[config.mk]
export PLATFORM = sky130hd
export DESIGN_NAME = itsc_cell
export DESIGN_NICKNAME = d
export VERILOG_FILES = /design/src/hw/rtl/itsc_pkg.sv /design/src/hw/rtl/itsc_cell.sv
export SDC_FILE = /design/constraint.sdc
export NUM_CORES = 1
export LEC_CHECK = 0
export BUFFER_PORTS_ARGS = -buffer_cell sky130_fd_sc_hd__clkbuf_2
export CORE_MARGIN = 2
export CORE_UTILIZATION = 35
export CTS_CLUSTER_DIAMETER = 40
export DETAILED_ROUTE_END_ITERATION = 16
export MAX_ROUTING_LAYER = met4
export PLACE_DENSITY = 0.63
export SKIP_CTS_REPAIR_TIMING = 1
export SYNTH_ARGS = -nofsm -noshare
export SYNTH_HDL_FRONTEND = slang
export SYNTH_SLANG_ARGS = --single-unit
[constraint.sdc]
create_clock -name clk -period 4.6 [get_ports clk]
set_clock_uncertainty 0.05 [all_clocks]
set_input_delay 1.15 -clock clk [delete_from_list [all_inputs] [get_ports clk]]
set_output_delay 1.15 -clock clk [all_outputs]
set_load 0.05 [all_outputs]
[src/hw/rtl/itsc_pkg.sv]
// itsc_pkg: shared widths, constants, token type and arithmetic helpers
// for the index-to-string crc matcher. No dependencies.
// Used by itsc_crc_unit, itsc_cell, the top level and the checker.
package itsc_pkg;

    localparam int SLOT_W     = 7;
    localparam int HASH_W     = 32;
    localparam int INDEX_W    = 64;
    localparam int COUNT_W    = 8;
    localparam int IN_DATA_W  = ((SLOT_W + HASH_W + INDEX_W + 7) / 8) * 8;
    localparam int OUT_DATA_W = ((1 + SLOT_W + HASH_W + INDEX_W + 7) / 8) * 8;

    // divide by 26 one 16-bit chunk at a time, msb chunk first
    localparam int CHUNK_W    = 16;
    localparam int CHUNKS     = INDEX_W / CHUNK_W;
    localparam int CHUNK_CW   = (CHUNKS > 1) ? $clog2(CHUNKS) : 1;
    localparam int ALPHA_SIZE = 26;
    localparam int REM_W      = 5;
    localparam int DIV_X_W    = REM_W + CHUNK_W;
    localparam int DIV_SHIFT  = 26;
    localparam int RECIP_W    = 22;
    localparam int PROD_W     = DIV_X_W + RECIP_W;
    localparam logic [RECIP_W-1:0] DIV_RECIP = RECIP_W'((64'd1 << DIV_SHIFT) / ALPHA_SIZE);

    localparam logic [7:0]        CHAR_A   = 8'h41;
    localparam logic [HASH_W-1:0] CRC_POLY = 32'hEDB88320;
    localparam logic [HASH_W-1:0] CRC_INIT = 32'hFFFFFFFF;

    localparam logic CMD_LOAD = 1'b0;
    localparam logic CMD_TEST = 1'b1;

    // one item moving along the cell row; slot is the load slot or the match slot
    typedef struct packed {
        logic                valid;
        logic                is_test;
        logic                hit;
        logic [SLOT_W-1:0]   slot;
        logic [HASH_W-1:0]   data;
        logic [INDEX_W-1:0]  index;
    } token_t;

    typedef struct packed {
        logic [CHUNK_W-1:0] quo;
        logic [REM_W-1:0]   rem;
    } div_step_t;

    // x < 26 * 2^16; reciprocal estimate is low by at most one
    function automatic div_step_t div26(input logic [DIV_X_W-1:0] x);
        logic [PROD_W-1:0]  prod;
        logic [DIV_X_W-1:0] q_est;
        logic [DIV_X_W-1:0] r_est;
        div_step_t          res;
        prod  = PROD_W'(x) * PROD_W'(DIV_RECIP);
        q_est = prod[DIV_SHIFT +: DIV_X_W];
        r_est = x - (q_est << 4) - (q_est << 3) - (q_est << 1);
        if (r_est >= DIV_X_W'(ALPHA_SIZE))
        begin
            res.quo = CHUNK_W'(q_est + DIV_X_W'(1));
            res.rem = REM_W'(r_est - DIV_X_W'(ALPHA_SIZE));
        end
        else
        begin
            res.quo = CHUNK_W'(q_est);
            res.rem = REM_W'(r_est);
        end
        return res;
    endfunction

    // reflected crc-32, one byte
    function automatic logic [HASH_W-1:0] crc_byte(input logic [HASH_W-1:0] crc_in,
                                                   input logic [7:0]        byte_in);
        logic [HASH_W-1:0] crc;
        crc = crc_in ^ {24'd0, byte_in};
        for (int b = 0; b < 8; b++)
        begin
            if (crc[0])
                crc = (crc >> 1) ^ CRC_POLY;
            else
                crc = crc >> 1;
        end
        return crc;
    endfunction

endpackage

[src/hw/rtl/itsc_cell.sv]
// itsc_cell: one slot of the target row; holds one target hash, stores it
// on a matching load token and marks a passing test token on a match.
// Depends on itsc_pkg.
module itsc_cell #(
    parameter int CELL_ID = 0
) (
    input  logic              clk,
    input  logic              rst_n,
    input  logic              advance,
    input  logic              enable,
    input  itsc_pkg::token_t  tok_in,
    output itsc_pkg::token_t  tok_out
);

    localparam logic [31:0] CELL_ID_VEC = CELL_ID;

    logic [itsc_pkg::HASH_W-1:0] target_reg;
    logic                        valid_reg, valid_next;
    itsc_pkg::token_t            tok_reg, tok_next;
    logic                        slot_match;
    logic                        load_here;

    assign slot_match = (32'(tok_in.slot) == CELL_ID_VEC);
    assign load_here  = advance && tok_in.valid && !tok_in.is_test && slot_match;

    always_comb
    begin
        tok_next   = tok_in;
        valid_next = advance ? tok_in.valid : valid_reg;
        if (tok_in.valid && tok_in.is_test && !tok_in.hit && enable
            && (target_reg == tok_in.data))
        begin
            tok_next.hit  = 1'b1;
            tok_next.slot = CELL_ID_VEC[itsc_pkg::SLOT_W-1:0];
        end
    end

    always_ff @(posedge clk or negedge rst_n)
    begin
        if (!rst_n)
        begin
            valid_reg <= 1'b0;
        end
        else
        begin
            valid_reg <= valid_next;
        end
    end

    always_ff @(posedge clk)
    begin
        if (advance)
            tok_reg <= tok_next;
        if (load_here)
            target_reg <= tok_in.data;
    end

    always_comb
    begin
        tok_out       = tok_reg;
        tok_out.valid = valid_reg;
    end

endmodule

# Word-level counts from Yosys, hierarchy flattened
# Cells that the tools add are included.
# W data, S select, Z words.
dict set report word_totals {
  ff_bits 138
  wordCells 18
  out_inout_bits 106
}
dict set report op_classes {
  n_eq_ne 1
  reduce_logical 10
}
# op n
set ops {}
lappend ops {{$eq A32 B32 Y1} 1}
lappend ops {{$logic_and A1 B1 Y1} 7}
lappend ops {{$logic_not A7 Y1} 1}
lappend ops {{$logic_not A1 Y1} 2}

# Depth between registers and ports, before layout
dict set report depth {
  depth_word 4
  mapped_depth 4
  depth_no_buf 4
}

# Least setup slack after synthesis
# OpenSTA, ideal clock, no wires.
dict set report synth_timing {
  path_type {in2reg}
  start {input port tok_in[97] (netlist bit)}
  end {register target_reg[0] (netlist bit) (enable)}
  slack_ns 1.884
  path_stages 2
  required_ns 4.159
  n_path_buf 0
  t_arrival_ns 2.275
  cell_sequence {nor4_1 and4_1}
}
dict set report synth_via {
  elab_chain_len 2
}
# element line
set synth_lines {}
lappend synth_lines {{start, declared} itsc_cell.sv:11} ;# input itsc_pkg::token_t tok_in,
lappend synth_lines {{$logic_not A7 Y1} itsc_cell.sv:23} ;# assign slot_match = (32'(tok_in.slot) == CELL_ID_VEC);
lappend synth_lines {{$logic_and A1 B1 Y1} itsc_cell.sv:24} ;# assign load_here = advance && tok_in.valid && !tok_in.is_test && slot_match;
lappend synth_lines {{net load_here} itsc_cell.sv:21} ;# logic load_here;
lappend synth_lines {{end signal, assigned} itsc_cell.sv:55} ;# target_reg <= tok_in.data;
lappend synth_lines {{end, declared} itsc_cell.sv:17} ;# logic [itsc_pkg::HASH_W-1:0] target_reg;
# The timed path passes the listed nets, and every way through them passes these cells.
# A chain may end at the register's enable or synchronous reset.

# Worst setup path in the final report
dict set report layout_timing {
  start {input port advance}
  end {register target_reg[2] (netlist bit) (enable)}
}
dict set report layout_via {
  elab_chain_len 3
}
# element line
set layout_lines {}
lappend layout_lines {{start, declared} itsc_cell.sv:9} ;# input logic advance,
lappend layout_lines {{$logic_and A1 B1 Y1 (3 in a row)} itsc_cell.sv:24}
lappend layout_lines {{net load_here} itsc_cell.sv:21}
# The timed path passes the listed nets, and every way through them passes these cells.

==> flow_metrics.py <==
metrics = {
    "route": {
        "viasPerCell": 4.40,
        "first_iter_violations": 146,
        "ant_nets": 0,
        "vias": 2736,
        "post-route-drc-count": 0,
        "wl_met3_um": 766,
        "firstDrtPassIters": 4,
        "post_drt_wl_per_cell_um": 15.2,
        "wl_um": 9470,
        "highest_layer": "met4",
        "wl_met1_um": 3900,
        "wl_met2_um": 4650,
    },
    "global_route": {
        "antenna_found_initial": 0,
        "grt_pass1_wl_um": 14700,
        "overflow": 0,
        "grt_usage_pct": 14.4,
        "grt_max_degree": 61,
        "grt_pass1_vias": 2807,
    },
    "pwr": {
        "ir_worst_vdd_mv": 0.227,
        "p_leak_nw": 2.63,
        "power_per_cell_area_nw_per_um2": 488,
    },
    "critical_path": {
        "crit_chain": "buf_4 > and4_1 > buf_4",
        "cp.required_ns": 4.64,
        "setup.worst_path.start": "advance",
        "cp_common_cell": "buf_4",
        "reg2reg_slack_ns": 2.75,
        "r2r_end": "tok_out[101]",
        "reg2reg_from": "target_reg[23]",
        "cp-start-kind": "input pin",
        "cpLargestDelayFamily": "buffers and inverters",
        "slowest_delay_ns": 0.80,
        "slowest_stage": "and4_1",
        "crit_arrival_ns": 2.82,
        "crit_fanout": 48,
        "end_kind": "flip-flop",
        "crit_buf_inv": 2,
        "critPathKind": "in2reg",
        "ff2ff_path_depth": 4,
    },
    "cells_and_area": {
        "stdcell_area_um2": 6470,
        "antenna_cells": 0,
        "fin_cells": 622,
        "fillers": 1080,
        "layout-drive-gt1-share_pct": 54.2,
        "final_nets": 547,
        "largest_reg_flops": 105,
        "syn2layout_area_growth_pct": 39.9,
    },
    "sta": {
        "setup-tns-final_ns": 0,
        "slew_violations": 0,
        "fin_crit_ns": 2.78,
        "rsz0062_at_grt": "no",
        "finalSetupViolCount": 0,
        "worst_pin_slew_ns": 0.767,
        "slew_headroom_pct": 48.5,
        "hold_viol_final": 0,
        "clock.fmax_ghz": 0.360,
        "period_share_pct": 60.4,
    },
    "cts": {
        "cts_root_buf": "clkbuf_16",
        "h-tree-depth": 4,
        "cts_tree": "yes",
        "cts.sinks": 138,
        "cts_made_buffers": 17,
        "cts_buffer_depth": 2,
        "clk_latency_ns": 0.41,
        "cts.clk_slew.worst_paths_ns": 0.05,
    },
    "die": {
        "die_y_um": 119,
        "row_count": 41,
        "initial_core_util_pct": 36.2,
        "die_area_um2": 14100,
        "fp.dieW_um": 119,
        "core-area_um2": 12800,
        "io_pins": 216,
    },
    "placement": {
        "place_hpwl_um": 7100,
        "port_buffers": 215,
        "gp_congestion": 0.730,
        "dp.cells": 590,
        "place_area_um2": 5930,
    },
    "synth": {
        "yosysUniqueCellTypes": 15,
        "syn_nets": 312,
        "syn_area_per_cell_um2": 22.9,
        "synth_top_area_share_pct": 89.0,
        "yosys.area.top_type": "edfxtp_1",
        "synth.cell_area_um2": 4620,
        "yosys_warnings": 0,
        "synthCells": 202,
        "ys_ff_latch": 138,
        "seq_area_frac_synth_pct": 89.5,
        "synthTopCellsByArea": "edfxtp_1 (89%), xnor2_1 (5.5%), nand4_1 (1.1%)",
    },
    "hold_path": {
        "min_path_type": "in2async",
    },
    "run_status": {
        "status": "finished clean",
    },
    "job": {
        "maxCapViolations": 0,
    },
}
## per-layer routing
metal  GRT usage, %  up-vias
met1           16.8     1298
li1               -     1273
met3           5.41       13
met5              -        -
met4           6.25        0
met2           22.4      152
## how the worst max path moves through the flow
stage                      to  slack (ns)  cells after the start
2_1_floorplan   target_reg[0]        1.88                      2
3_3_place_gp   target_reg[28]        1.39                      3
3_5_place_dp   target_reg[20]        1.32                      3
4_1_cts         target_reg[2]        1.76                      3
5_1_grt         target_reg[2]        1.64                      3
6_report        target_reg[2]        1.82                      3
## cell families (layout without fill, tap and decap cells)
| logic type | after synthesis | count (layout) | share of synthesized area, % |
|---|---|---|---|
| multiplexers | 1 | 1 | 0.243 |
| buffers and inverters | 8 | 256 | 0.731 |
| AO/OA/AOI/OAI | 8 | 8 | 1.14 |
| XOR/XNOR | 32 | 32 | 6.06 |
| flip-flops | 138 | 138 | 89.5 |
| AND/OR/NAND/NOR | 15 | 15 | 2.33 |
## final cells by class
cell class                      count  area [um^2]  area share [%]
Sequential cell                   138         4140            64.0
Clock inverter                      4         45.0           0.696
Clock buffer                       28          497            7.68
Inverter                            7         26.3           0.406
Tap cell                          172          215            3.33
Timing Repair Buffer              217         1090            16.9
Multi-Input combinational cell     56          452            6.98
## cells in the final DEF, fill, tap and decap left out, drive strengths merged
cell and n:
xor2 3, nor4 4, edfxtp 137, a31o 1
nand4 8, inv 7, dfrtp 1, clkbuf 242
mux2 1, and4 1, buf 3, xnor2 29
nor2b 1, a31oi 7, nor3 1, bufinv 1
clkinv 3
## synthesized netlist by cell type (all sizes together)
library cell and n:
a31o 1, a31oi 7, and4 1, buf 1, dfrtp 1, edfxtp 137
inv 7, mux2 1, nand4 8, nor2b 1, nor3 1, nor4 4
xnor2 29, xor2 3
## power by group
part           total, mW  switching (mW)  internal (mW)
Combinational      0.436           0.344         0.0921
Sequential          1.49          0.0207           1.47
Clock               1.23           0.447          0.783
## stage by stage
step | hold slack, ns | power, mW | worst slack (ns) | utilization, %
3_5_place_dp | 0.449 | 1.96 | 1.32 | 46.4
6_report | 0.455 | 3.16 | 1.82 | 50.6
5_1_grt | 0.432 | 3.28 | 1.64 | 50.6
2_1_floorplan | 0.432 | 1.80 | 1.88 | -
4_1_cts | 0.435 | 3.20 | 1.76 | 50.6
3_3_place_gp | 0.447 | 1.95 | 1.39 | 46.4
No activity file was read; power rests on OpenSTA's default activity.
