[src/hw/rtl/itsc_pkg.sv]
// itsc_pkg: shared widths, constants, token type and arithmetic helpers
// for the index-to-string crc matcher. No dependencies.
// Used by itsc_crc_unit, itsc_cell, the top level and the checker.
package itsc_pkg;

    localparam int SLOT_W     = 7;
    localparam int HASH_W     = 32;
    localparam int INDEX_W    = 64;
    localparam int COUNT_W    = 8;
    localparam int IN_DATA_W  = ((SLOT_W + HASH_W + INDEX_W + 7) / 8) * 8;
    localparam int OUT_DATA_W = ((1 + SLOT_W + HASH_W + INDEX_W + 7) / 8) * 8;

    // divide by 26 one 16-bit chunk at a time, msb chunk first
    localparam int CHUNK_W    = 16;
    localparam int CHUNKS     = INDEX_W / CHUNK_W;
    localparam int CHUNK_CW   = (CHUNKS > 1) ? $clog2(CHUNKS) : 1;
    localparam int ALPHA_SIZE = 26;
    localparam int REM_W      = 5;
    localparam int DIV_X_W    = REM_W + CHUNK_W;
    localparam int DIV_SHIFT  = 26;
    localparam int RECIP_W    = 22;
    localparam int PROD_W     = DIV_X_W + RECIP_W;
    localparam logic [RECIP_W-1:0] DIV_RECIP = RECIP_W'((64'd1 << DIV_SHIFT) / ALPHA_SIZE);

    localparam logic [7:0]        CHAR_A   = 8'h41;
    localparam logic [HASH_W-1:0] CRC_POLY = 32'hEDB88320;
    localparam logic [HASH_W-1:0] CRC_INIT = 32'hFFFFFFFF;

    localparam logic CMD_LOAD = 1'b0;
    localparam logic CMD_TEST = 1'b1;

    // one item moving along the cell row; slot is the load slot or the match slot
    typedef struct packed {
        logic                valid;
        logic                is_test;
        logic                hit;
        logic [SLOT_W-1:0]   slot;
        logic [HASH_W-1:0]   data;
        logic [INDEX_W-1:0]  index;
    } token_t;

    typedef struct packed {
        logic [CHUNK_W-1:0] quo;
        logic [REM_W-1:0]   rem;
    } div_step_t;

    // x < 26 * 2^16; reciprocal estimate is low by at most one
    function automatic div_step_t div26(input logic [DIV_X_W-1:0] x);
        logic [PROD_W-1:0]  prod;
        logic [DIV_X_W-1:0] q_est;
        logic [DIV_X_W-1:0] r_est;
        div_step_t          res;
        prod  = PROD_W'(x) * PROD_W'(DIV_RECIP);
        q_est = prod[DIV_SHIFT +: DIV_X_W];
        r_est = x - (q_est << 4) - (q_est << 3) - (q_est << 1);
        if (r_est >= DIV_X_W'(ALPHA_SIZE))
        begin
            res.quo = CHUNK_W'(q_est + DIV_X_W'(1));
            res.rem = REM_W'(r_est - DIV_X_W'(ALPHA_SIZE));
        end
        else
        begin
            res.quo = CHUNK_W'(q_est);
            res.rem = REM_W'(r_est);
        end
        return res;
    endfunction

    // reflected crc-32, one byte
    function automatic logic [HASH_W-1:0] crc_byte(input logic [HASH_W-1:0] crc_in,
                                                   input logic [7:0]        byte_in);
        logic [HASH_W-1:0] crc;
        crc = crc_in ^ {24'd0, byte_in};
        for (int b = 0; b < 8; b++)
        begin
            if (crc[0])
                crc = (crc >> 1) ^ CRC_POLY;
            else
                crc = crc >> 1;
        end
        return crc;
    endfunction

endpackage

[src/hw/rtl/itsc_crc_unit.sv]
// itsc_crc_unit: front end; takes items, turns a test index into letters
// (bijective base 26) and runs the jamcrc over them. Depends on itsc_pkg.
// Emits one token per item into the cell row.
module itsc_crc_unit #(
    parameter int MAX_LETTERS = 14
) (
    input  logic                             clk,
    input  logic                             rst_n,
    input  logic                             in_valid,
    output logic                             in_ready,
    input  logic                             in_cmd,
    input  logic [itsc_pkg::SLOT_W-1:0]      in_slot,
    input  logic [itsc_pkg::HASH_W-1:0]      in_hash,
    input  logic [itsc_pkg::INDEX_W-1:0]     in_index,
    input  logic                             take,
    output itsc_pkg::token_t                 tok
);

    localparam int LET_W = $clog2(MAX_LETTERS + 1);

    typedef enum logic [2:0] {
        ST_IDLE,
        ST_START,
        ST_DIV,
        ST_LETTER,
        ST_DONE
    } state_t;

    state_t                              state_reg, state_next;
    logic [itsc_pkg::INDEX_W-1:0]        n_reg, n_next;
    logic [itsc_pkg::INDEX_W-1:0]        quo_reg, quo_next;
    logic [itsc_pkg::REM_W-1:0]          rem_reg, rem_next;
    logic [itsc_pkg::CHUNK_CW-1:0]       chunk_reg, chunk_next;
    logic [itsc_pkg::HASH_W-1:0]         crc_reg, crc_next;
    logic [LET_W-1:0]                    letters_reg, letters_next;
    logic                                is_test_reg, is_test_next;
    logic [itsc_pkg::SLOT_W-1:0]         slot_reg, slot_next;
    logic [itsc_pkg::INDEX_W-1:0]        index_reg, index_next;

    itsc_pkg::div_step_t                 div_res;
    logic [LET_W-1:0]                    letters_inc;

    assign div_res     = itsc_pkg::div26({rem_reg,
                                          n_reg[itsc_pkg::INDEX_W-1 -: itsc_pkg::CHUNK_W]});
    assign letters_inc = letters_reg + LET_W'(1);

    always_comb
    begin
        state_next   = state_reg;
        n_next       = n_reg;
        quo_next     = quo_reg;
        rem_next     = rem_reg;
        chunk_next   = chunk_reg;
        crc_next     = crc_reg;
        letters_next = letters_reg;
        is_test_next = is_test_reg;
        slot_next    = slot_reg;
        index_next   = index_reg;
        case (state_reg)
            ST_IDLE:
            begin
                if (in_valid)
                begin
                    is_test_next = (in_cmd == itsc_pkg::CMD_TEST);
                    slot_next    = in_slot;
                    index_next   = in_index;
                    n_next       = in_index;
                    letters_next = '0;
                    if (in_cmd == itsc_pkg::CMD_TEST)
                    begin
                        crc_next   = itsc_pkg::CRC_INIT;
                        state_next = ST_START;
                    end
                    else
                    begin
                        crc_next   = in_hash;
                        state_next = ST_DONE;
                    end
                end
            end
            ST_START:
            begin
                if (n_reg < itsc_pkg::INDEX_W'(itsc_pkg::ALPHA_SIZE))
                begin
                    // short index: a single letter, no bijective offset
                    crc_next   = itsc_pkg::crc_byte(crc_reg,
                                     itsc_pkg::CHAR_A + 8'(n_reg[itsc_pkg::REM_W-1:0]));
                    state_next = ST_DONE;
                end
                else
                begin
                    n_next     = n_reg - itsc_pkg::INDEX_W'(1);
                    rem_next   = '0;
                    chunk_next = '0;
                    state_next = ST_DIV;
                end
            end
            ST_DIV:
            begin
                n_next     = n_reg << itsc_pkg::CHUNK_W;
                quo_next   = {quo_reg[itsc_pkg::INDEX_W-itsc_pkg::CHUNK_W-1:0], div_res.quo};
                rem_next   = div_res.rem;
                chunk_next = chunk_reg + itsc_pkg::CHUNK_CW'(1);
                if (chunk_reg == itsc_pkg::CHUNK_CW'(itsc_pkg::CHUNKS - 1))
                    state_next = ST_LETTER;
            end
            ST_LETTER:
            begin
                crc_next     = itsc_pkg::crc_byte(crc_reg, itsc_pkg::CHAR_A + 8'(rem_reg));
                letters_next = letters_inc;
                n_next       = quo_reg - itsc_pkg::INDEX_W'(1);
                rem_next     = '0;
                chunk_next   = '0;
                if ((quo_reg != '0) && (32'(letters_inc) < MAX_LETTERS))
                    state_next = ST_DIV;
                else
                    state_next = ST_DONE;
            end
            ST_DONE:
            begin
                if (take)
                    state_next = ST_IDLE;
            end
            default:
            begin
                state_next = ST_IDLE;
            end
        endcase
    end

    always_ff @(posedge clk or negedge rst_n)
    begin
        if (!rst_n)
        begin
            state_reg <= ST_IDLE;
        end
        else
        begin
            state_reg <= state_next;
        end
    end

    always_ff @(posedge clk)
    begin
        n_reg       <= n_next;
        quo_reg     <= quo_next;
        rem_reg     <= rem_next;
        chunk_reg   <= chunk_next;
        crc_reg     <= crc_next;
        letters_reg <= letters_next;
        is_test_reg <= is_test_next;
        slot_reg    <= slot_next;
        index_reg   <= index_next;
    end

    assign in_ready = (state_reg == ST_IDLE);

    always_comb
    begin
        tok.valid   = (state_reg == ST_DONE);
        tok.is_test = is_test_reg;
        tok.hit     = 1'b0;
        tok.slot    = is_test_reg ? '0 : slot_reg;
        tok.data    = crc_reg;
        tok.index   = index_reg;
    end

endmodule

[config.mk]
export PLATFORM = sky130hd
export DESIGN_NAME = itsc_crc_unit
export DESIGN_NICKNAME = d
export VERILOG_FILES = /design/src/hw/rtl/itsc_pkg.sv /design/src/hw/rtl/itsc_crc_unit.sv
export SDC_FILE = /design/constraint.sdc
export NUM_CORES = 1
export LEC_CHECK = 0
export ABC_AREA = 1
export BUFFER_PORTS_ARGS = -buffer_cell sky130_fd_sc_hd__buf_2
export CAP_MARGIN = 20
export CORE_MARGIN = 3
export CORE_UTILIZATION = 45
export DETAILED_ROUTE_END_ITERATION = 10
export SLEW_MARGIN = 30
export SYNTH_ARGS = -nofsm -noshare
export SYNTH_HDL_FRONTEND = slang
export SYNTH_SLANG_ARGS = --single-unit
[constraint.sdc]
create_clock -name clk -period 12.21 [get_ports clk]
set_input_delay 2.442 -clock clk [delete_from_list [all_inputs] [get_ports clk]]
set_output_delay 2.442 -clock clk [all_outputs]
set_load 0.01 [all_outputs]
; Yosys cells after proc, flatten, opt, wreduce, memory -nomap -nowiden
; Index checks and enable logic that the tools add are counted.
[word_totals]
output_inout_bits = 107
inputBits = 108
wordCells = 118
register_bits = 246
[classes]
n_mux = 58
mul = 1
bitwise = 18
n_reduce_logical = 13
order_cmp = 2
add_sub_neg = 6
eq_ne = 10
[ops]
columns = op, n
row1 = $mux W32, 40
row2 = $pmux W64 S4, 1
row3 = $not A13 Y14, 16
row4 = $mux W64, 2
row5 = $sub A64 B1 Y64 const B, 2
row6 = $pmux W32 S3, 1
row7 = $lt A64 B5 Y1 const B, 1
row8 = $reduce_bool A64 Y1, 1
row9 = $xor A32 B8 Y32, 2
row10 = $mul A21 B21 Y41 const B, 1
row11 = $mux W3, 6
row12 = $add A7 B5 Y8 const A, 2
row13 = $pmux W3 S5, 1
row14 = $ne A2 B2 Y1 const B, 5
row15 = $pmux W5 S2, 1
row16 = $reduce_and A3 Y1, 3
row17 = $pmux W4 S2, 1
row18 = $mux W7, 1
row19 = $eq A3 B2 Y1 const B, 2
row20 = $pmux W2 S3, 1
row21 = $reduce_and A2 Y1, 3
row22 = $reduce_bool A3 Y1, 2
row23 = $mux W5, 1
row24 = $add A4 B1 Y4 const B, 1
row25 = 11 further kinds, 11

; Depth between registers and ports, before layout
[depth]
depth_word = 34
depth_mapped = 24
mapped_depth_nobuf = 24

; Worst setup path after synthesis
; No wires, ideal clock.
[synth_timing]
path_kind = input port to flip-flop
start = input in_valid
end = register index_reg[0] (netlist bit) (enable)
t_arrival_ns = 5.492
setup_slack_ns = 6.215
path_buffers = 0
setup_time_ns = 0.502
path_stages = 2
required_ns = 11.708
path_cell_list = inv_1 > nor2_1
[synth_between]
elab_chain_cells = 1
[synth_lines]
columns = element, line
row1 = "start, declared", itsc_crc_unit.sv:9  ; input logic in_valid,
row2 = $reduce_and A2 Y1 (no line), -
row3 = "end signal, assigned", itsc_crc_unit.sv:153  ; index_reg <= index_next;
row4 = "end, declared", itsc_crc_unit.sv:38  ; logic [itsc_pkg::INDEX_W-1:0] index_reg, index_next;
; Every way passes these cells.
; A chain may end at the register's enable or synchronous reset.

==> flow_metrics.env <==
export IMPL_finalSetupTns_ns=0
export IMPL_vias=19600
export IMPL_ff_latch_area_sq_mm=0.00698
export IMPL_synthTopCellsByArea="edfxtp_1 32%, nand2_1 13%, ha_1 11%"
export IMPL_io_pins=215
export IMPL_hold_path_class="reg -> reg"
export IMPL_gr_max_usage_layer="met2"
export IMPL_outcome="finished clean"
export IMPL_cts_setup_buffers=0
export IMPL_cts_tree="built"
export IMPL_path_class="reg -> reg"
export IMPL_fp_row_count=79
export IMPL_cts_sinks=233
export IMPL_cts_hold_buf=0
export IMPL_synth_cells=2767
export IMPL_grt_total_usage_pct=30.9
export IMPL_setup_viol=0
export IMPL_r2r_slack_ns=6.28
export IMPL_die_height_um=226
export IMPL_wirelength_um=79700
export IMPL_max_freq_ghz=0.169
export IMPL_core_sq_mm=0.0471
export IMPL_start_kind="flip-flop"
export IMPL_fin_skew_ns=0.0300
export IMPL_grt_pass1_vias=19500
export IMPL_die_area_sq_mm=0.0510
export IMPL_drc=0
export IMPL_cts_resized=0
export IMPL_grt_max_degree=78
export IMPL_wire_per_inst_um=22.2
export IMPL_drive_gt1_share_pct=11.4
export IMPL_ys_ff_latch=233
export IMPL_grt_use_met2_pct=51.4
export IMPL_placed_area_sq_mm=0.0233
export IMPL_cts_buffers=28
export IMPL_antenna_cells=0
export IMPL_ys_types=47
export IMPL_synth_top_area_share_pct=31.8
export IMPL_viasPerCell=5.47
export IMPL_grt_overflow=0
export IMPL_grt_setup_unrepaired="no"
export IMPL_finalCriticalPeriod_ns=5.93
export IMPL_dp_hpwl_um=65200
export IMPL_first_pass_iters=5
export IMPL_fillers=4581
export IMPL_synth_ff_type="edfxtp_1"
export IMPL_synth_edf_count=230
export IMPL_critPathRequiredTime_ns=12.56
export IMPL_clock_root_buffer="clkbuf_16"
export IMPL_synth_area_sq_mm=0.0217
export IMPL_initial_core_util_pct=46.1
export IMPL_period_share_pct=48.6
export IMPL_multiInputGateArea_sq_mm=0.0127
export IMPL_final_cell_mix="769 x nand2_1, 433 x inv_1, 285 x nor2_1, 230 x edfxtp_1, 213 x buf_2"
export IMPL_slew_violations=0
export IMPL_syn_avg_cell_area_sq_um=7.85
export IMPL_design_area_sq_mm=0.0243
export IMPL_crit_fanout=7
export IMPL_first_iter_violations=1496
export IMPL_synthesis_nets=3177
export IMPL_clk_pin_slew_ns=0.06
export IMPL_maxCapViolations=0
export IMPL_grt_util_met1_pct=39.8
export IMPL_async_reset_ff_share_pct=1.29
export IMPL_slew_headroom_pct=34.4
export IMPL_htree_levels=1
export IMPL_grt_pass1_wl_um=118000
export IMPL_place_gp_congestion=0.960
export IMPL_die_w_um=226
export IMPL_grt_use_met3_pct=5.56
export IMPL_hold_viol=0
export IMPL_worstPathArrival_ns=6.28
export IMPL_synth_top_cell_by_area="edfxtp_1"
export IMPL_yosysSeqAreaShare_pct=32.1
export IMPL_worstMarginPinSlew_ns=0.984
export IMPL_end_kind="flip-flop"
export IMPL_portBuffers=213
export IMPL_yosysWarnings=0
export IMPL_areaGrowthSynthToFinish_pct=11.7
export IMPL_max_clock_path_buffers=3
export IMPL_ant_nets=0
export IMPL_clk_latency_ns=0.60
export IMPL_fin_nets=3366
export IMPL_antenna_found_initial=1
export IMPL_layout_commonest_cell="nand2_1"
worst paths after layout:
path                                 to         from  depth (start not counted)
max in group asynchronous  state_reg[2]        rst_n                          1
hold / removal              quo_reg[61]  quo_reg[45]                          0
setup reg to reg            quo_reg[12]    n_reg[61]                         21
setup / recovery            quo_reg[12]    n_reg[61]                         21
hold reg to reg             quo_reg[61]  quo_reg[45]                          0
min in group asynchronous  state_reg[1]        rst_n                          1
final cells by class:
type	instances	area share, %
multi-input cells	2027	52.5
flip-flops and latches	233	28.8
inverters	441	6.82
repair buffers	225	4.89
well taps	607	3.13
clock buffers	30	2.92
clock inverters	20	1.01
synth_stat cells, types with 6 or more instances:
cell type and instances:
a22oi_1 38, ha_1 194, nor2_2 24, or2_2 6, a21o_1 6, o21bai_1 9
nand4_1 47, nor2_4 7, a21oi_1 66, buf_4 9, nand3_1 167, a31oi_1 6
edfxtp_1 230, nor4_1 9, nand2_1 769, inv_2 7, buf_6 11, nand2_2 13
o21ai_0 121, xor2_1 63, inv_1 434, buf_2 17, fa_1 108, nor3_1 16
clkbuf_1 25, nor2_1 288, o211ai_1 10, xnor2_1 32
per-layer routing:
metal / routed length (um) / vias up
met5: 0 / -
met4: 3590 / 0
met3: 5780 / 150
met2: 37600 / 709
met1: 32700 / 9431
li1: - / 9315
through the flow:
stage | util [%] | std cells | worst slack [ns] | hold WS (ns)
floorplan | - | 2767 | 6.22 | 0.450
finish | 51.5 | 3583 | 6.28 | 0.478
detailed placement | 49.4 | 3533 | 6.35 | 0.481
CTS | 51.5 | 3583 | 6.32 | 0.470
global route | 51.5 | 3583 | 5.98 | 0.498
global placement | 49.3 | 3531 | 6.39 | 0.475
logic make-up (layout without fill, tap and decap cells):
| kind of cell | count (synthesis) | after routing | share of synthesized area [%] |
|---|---|---|---|
| and+or+nand+nor | 1356 | 1356 | 26.1 |
| buffers and inverters | 507 | 716 | 9.45 |
| adders and majority gates | 302 | 302 | 21.1 |
| AOI/OAI and AO/OA | 271 | 271 | 7.17 |
| DFF | 233 | 233 | 32.1 |
| xor gates and xnor gates | 97 | 97 | 3.98 |
| other | 1 | 1 | 0.0173 |
worst max-delay path, cell delays in order (launching register included):
cell and delay, ns:
edfxtp_1 0.55, inv_1 0.22, fa_1 0.53, inv_1 0.06
ha_1 0.27, inv_1 0.05, fa_1 0.50, inv_1 0.05
fa_1 0.52, fa_1 0.45, fa_1 0.55, inv_1 0.05
fa_1 0.50, inv_1 0.05, ha_1 0.33, a21oi_1 0.21
o21ai_0 0.16, a21oi_1 0.20, o21ai_0 0.12, nand2_1 0.07
nand3_1 0.10, xor2_1 0.16
Power is left out: the tool's default activity adds up to more than one toggle a clock period on the data nets, which glitch-free logic cannot reach.
